`src/design/plna_pkg.sv`:
```
package plna_pkg;

    // Fixed field widths of the ports
    localparam int OP_W       = 2;
    localparam int LVL_IN_W   = 4;
    localparam int IDX_W      = 14;
    localparam int CAP_W      = 11;
    localparam int BUMP_W     = 11;
    localparam int OUT_CNT_W  = 16;
    localparam int NODE_SPACE = 16384;

    localparam logic [CAP_W-1:0] CAP_RESET = 11'd1024;

    // Defaults for the top-level parameters
    localparam int LEVELS_DEF          = 16;
    localparam int SLOTS_PER_LEVEL_DEF = 1024;
    localparam int COUNT_BITS_DEF      = 16;

    typedef enum logic [1:0] {
        OP_ALLOC = 2'd0,
        OP_FREE  = 2'd1,
        OP_ADD   = 2'd2,
        OP_DROP  = 2'd3
    } t_op;

    typedef enum logic [1:0] {
        ST_OK        = 2'd0,
        ST_NO_SPACE  = 2'd1,
        ST_UNDERFLOW = 2'd2,
        ST_OVERFLOW  = 2'd3
    } t_status;

    typedef enum logic [2:0] {
        S_CLEAR,
        S_IDLE,
        S_ADDR,
        S_DATA,
        S_LINK
    } t_state;

    typedef struct packed {
        logic load;    // capture the input transaction
        logic clear;   // write one entry of the clearing pass
        logic commit;  // finish the transaction from the first memory read
        logic pop;     // finish an allocate from the free stack
    } t_cmd;

    typedef struct packed {
        logic clr_done;
        logic need_pop;
        logic out_free;
    } t_sts;

endpackage

```
`src/design/plna_ctrl.sv`:
```
module plna_ctrl (
    input  logic            i_clk,
    input  logic            i_rst_n,
    input  logic            i_valid,
    input  plna_pkg::t_sts  i_sts,
    output logic            o_stall,
    output plna_pkg::t_cmd  o_cmd
);
    import plna_pkg::*;

    t_state r_state;
    t_state n_state;

    always_ff @(posedge i_clk) begin
        if (!i_rst_n) begin
            r_state <= S_CLEAR;
        end else begin
            r_state <= n_state;
        end
    end

    always_comb begin
        n_state = r_state;
        case (r_state)
            S_CLEAR: begin
                if (i_sts.clr_done) begin
                    n_state = S_IDLE;
                end
            end
            S_IDLE: begin
                if (i_valid) begin
                    n_state = S_ADDR;
                end
            end
            S_ADDR: begin
                n_state = S_DATA;
            end
            S_DATA: begin
                if (i_sts.need_pop) begin
                    n_state = S_LINK;
                end else if (i_sts.out_free) begin
                    n_state = S_IDLE;
                end
            end
            S_LINK: begin
                if (i_sts.out_free) begin
                    n_state = S_IDLE;
                end
            end
            default: begin
                n_state = S_CLEAR;
            end
        endcase
    end

    always_comb begin
        o_cmd   = '0;
        o_stall = 1'b1;
        case (r_state)
            S_CLEAR: begin
                o_cmd.clear = 1'b1;
            end
            S_IDLE: begin
                o_stall    = 1'b0;
                o_cmd.load = i_valid;
            end
            S_ADDR: begin
            end
            S_DATA: begin
                o_cmd.commit = !i_sts.need_pop && i_sts.out_free;
            end
            S_LINK: begin
                o_cmd.pop = i_sts.out_free;
            end
            default: begin
            end
        endcase
    end

endmodule

```
`config.mk`:
```
export PLATFORM = sky130hd
export DESIGN_NAME = plna_ctrl
export DESIGN_NICKNAME = d
export VERILOG_FILES = /design/src/design/plna_pkg.sv /design/src/design/plna_ctrl.sv
export SDC_FILE = /design/constraint.sdc
export NUM_CORES = 1
export LEC_CHECK = 0
export BUFFER_PORTS_ARGS = -buffer_cell sky130_fd_sc_hd__clkbuf_2
export CAP_MARGIN = 10
export CORE_AREA = 2 2 39 41
export DETAILED_ROUTE_END_ITERATION = 8
export DIE_AREA = 0 0 41 43
export PLACE_DENSITY = 0.38
export SLEW_MARGIN = 0
export SYNTH_ARGS = -nofsm -noshare
export SYNTH_HDL_FRONTEND = slang
export SYNTH_SLANG_ARGS = --single-unit
```
`constraint.sdc`:
```
create_clock -name i_clk -period 1.1 [get_ports i_clk]
set_input_delay 0.33 -clock i_clk [delete_from_list [all_inputs] [get_ports i_clk]]
set_output_delay 0.33 -clock i_clk [all_outputs]
set_load 0.02 [all_outputs]
```
==> flow_metrics.py <==
metrics = {
    "outcome": {
        "status": "finished with violations",
        "violations": "setup timing",
    },
    "place": {
        "place_inst": 59,
        "pre_cts_slack_ns": -0.1784,
        "port_buffers": 10,
        "hpwl_um": 493.9,
        "routabilityCongestion": 0.7782,
    },
    "pwr": {
        "clkPwrFrac_pct": 40.1,
        "p_leak_nw": 0.1954,
        "vdd_drop_max_uv": 345.8,
        "p_comb_share_pct": 31.9,
        "total_power_uw": 487.8,
        "p_sw_share_pct": 29.79,
        "p_seq_share_pct": 27.9,
        "netSwitchingPower_uw": 145.3,
        "intPower_uw": 342.5,
        "power-per-cell-area_mw_per_mm2": 1120,
    },
    "sta": {
        "rsz0062_at_grt": "yes",
        "hold_viol": 0,
        "finalMaxSlewViolations": 0,
        "setup_viol": 5,
        "fmax_ghz": 0.7092,
        "finalClockSkew_ns": 0.002640,
        "maxSlewHeadroom_pct": 87.89,
        "worst_pin_slew_ns": 0.1803,
        "setup-tns-final_ns": -1.180,
        "min_period_ns": 1.410,
        "fin_crit_sh_pct": 128.2,
        "fin_ws_ns": -0.3101,
    },
    "global_route": {
        "grt_usage_pct": 8.534,
        "grt_max_degree": 9,
        "grt_antenna_before_repair": 0,
        "overflow": 0,
        "grt_pass1_wl_um": 1021,
        "grt_pass1_vias": 263,
    },
    "logic_synthesis": {
        "synth_ff_type": "dfxtp_1",
        "synth_xor_xnor_area_share_pct": 0,
        "synth_edf_count": 0,
        "ys_async_sr_fraction_pct": 0,
        "muxShareOfSynthArea_pct": 4.103,
        "synth_top_cell_area_share_pct": 24.62,
        "synth_top_area_cell": "dfxtp_1",
        "yosys.area_share.simple_pct": 42.56,
        "ys_warn_count": 0,
        "ys_seq_elements": 3,
        "yosysSeqAreaShare_pct": 24.62,
        "syn_inst": 28,
        "ys_top_cells_by_area": "dfxtp_1, buf_6, a21oi_1",
        "synth_compound_area_share_pct": 16.41,
        "synthesis.area_um2": 244.0,
        "syn_nets": 34,
        "ys_types": 20,
        "synth_common_cells": "a21oi_1, dfxtp_1",
        "synth_top_family_by_area": "simple AND/OR/NAND/NOR gates",
        "synthAdderAreaFrac_pct": 0,
        "avgSynthCellArea_um2": 8.714,
    },
    "floorplanning": {
        "io_pins": 11,
        "die-width_um": 41,
        "start_util_pct": 17.63,
        "core_mm2": 0.001384,
        "dieHeight_um": 43,
        "dieArea_mm2": 0.001763,
        "core.rowCount": 14,
    },
    "finish": {
        "drive_gt1_share_pct": 64.58,
        "largest_register": "r_state",
        "fin_cells": 64,
        "syn2layout_area_growth_pct": 78.46,
        "largest_register_ffs": 3,
        "num_antenna_cells": 0,
        "reg_top3": "r_state (3)",
        "nets": 55,
    },
    "clock_network": {
        "clock_sinks": 3,
        "clk_pin_slew_worst_paths_ns": 0.04,
        "clkLatencyLatePin_ns": 0.23,
        "cts_buffers": 3,
        "cts-root-buf": "clkbuf_4",
        "hold_buffers": 0,
        "h-tree-depth": 1,
        "cts_buffer_depth": 2,
        "cts_tree": "done",
    },
    "setup_path": {
        "cpMaxStageDelayCell": "dfxtp_4",
        "cp-start-kind": "register",
        "crit_required_ns": 0.77,
        "arrival_ns": 1.08,
        "crit_path_end_kind": "output pin",
        "crit_fanout": 7,
        "slowest_delay_ns": 0.36,
        "crit_chain": "buf_4 > nor3_1 > buf_2",
        "critPathKind": "register to output pin",
    },
    "route": {
        "drt_iter0_drc": 4,
        "routedWlPerCell_um": 10.30,
        "drt-met1-wl_um": 290,
        "wl_um": 659,
        "vias_per_cell": 4.531,
        "dr.max_layer_used": "met3",
        "vias": 290,
        "met2WireLength_um": 328,
        "drcViolationCount": 0,
        "dr.pass1.iters": 4,
        "wl_met3_um": 39,
        "drtAntennaViolNets": 0,
    },
    "job": {
        "drv_cap": 0,
    },
    "min_path": {
        "hp-class": "input pin to register",
    },
}
-- power by group through the flow --
| stage | sequential (mW) | combinational, mW | clock [mW] |
|---|---|---|---|
| after floorplan | 0.122 | 0.0994 | 0 |
| after global placement | 0.136 | 0.143 | 0 |
| after detailed placement | 0.137 | 0.141 | 0 |
| after CTS | 0.136 | 0.144 | 0.207 |
| after global routing | 0.139 | 0.171 | 0.216 |
| final | 0.136 | 0.156 | 0.196 |
-- per-stage QoR --
step	hold slack (ns)	utilization, %	instance area [µm²]
floorplan	0.4634	-	254.0
global placement	0.5968	25.59	354.1
detailed placement	0.5915	25.59	354.1
CTS	0.3332	29.11	402.9
global route	0.3603	31.46	435.4
finish	0.3446	31.46	435.4
-- routing by layer --
layer	vias up	GRT usage, %
met5	-	0
met4	0	6.000
met3	0	1.571
met2	10	10.63
met1	139	12.54
li1	141	-
-- layout make-up --
class,count,area (µm²)
clock buffer,4,26.28
fill,152,948.4
multi-input combinational,22,175.2
sequential,3,71.32
tap,16,20.02
timing repair buffer,19,142.6
-- timing repair --
item	in CTS	in global routing
pin swaps	0	2
endpoints found under the setup margin	6	5
buffers inserted	0	1
gates cloned	0	0
resized for setup	9	12
-- path summary, 6_finish.rpt --
kind                            cells past startpoint  slack [ns]          to       start
worst max-delay path                                3       -0.31    o_cmd[2]  r_state[0]
worst min-delay path                                2        0.34  r_state[0]     i_rst_n
worst max register to register                      5        0.06  r_state[0]  r_state[2]
worst min register to register                      1        0.63  r_state[1]  r_state[2]
-- placed cells by master, fill, tap and decap left out --
| cell type | n |
|---|---|
| dfxtp_4 | 3 |
| and4bb_2 | 1 |
| buf_4 | 10 |
| and3_4 | 2 |
| nor3b_2 | 1 |
| buf_8 | 1 |
| o211a_1 | 1 |
| mux2i_1 | 1 |
| nand3b_1 | 2 |
| clkbuf_2 | 5 |
| nand2b_1 | 2 |
| a21oi_1 | 3 |
| nand4b_1 | 1 |
| nor2_4 | 2 |
| clkbuf_1 | 1 |
| a21boi_0 | 1 |
| nor2_1 | 1 |
| buf_2 | 1 |
| nand2_1 | 1 |
| o211ai_1 | 1 |
| nor3_1 | 1 |
| buf_6 | 2 |
| clkbuf_4 | 3 |
| or2_1 | 1 |
-- worst max-delay path, delay by kind of cell, from the launching register on --
| kind | cells | cell delay (ns) |
|---|---|---|
| DFF | 1 | 0.36 |
| buffers and inverters | 2 | 0.34 |
| and+or+nand+nor | 1 | 0.15 |
-- cells by family (layout without fill, tap and decap cells) --
kind of cell / Yosys count / in the layout
compound gates: 6 / 6
flops: 3 / 3
mux: 1 / 1
simple gates: 15 / 15
buf+inv: 3 / 23
(Power assumes the default switching activity.)
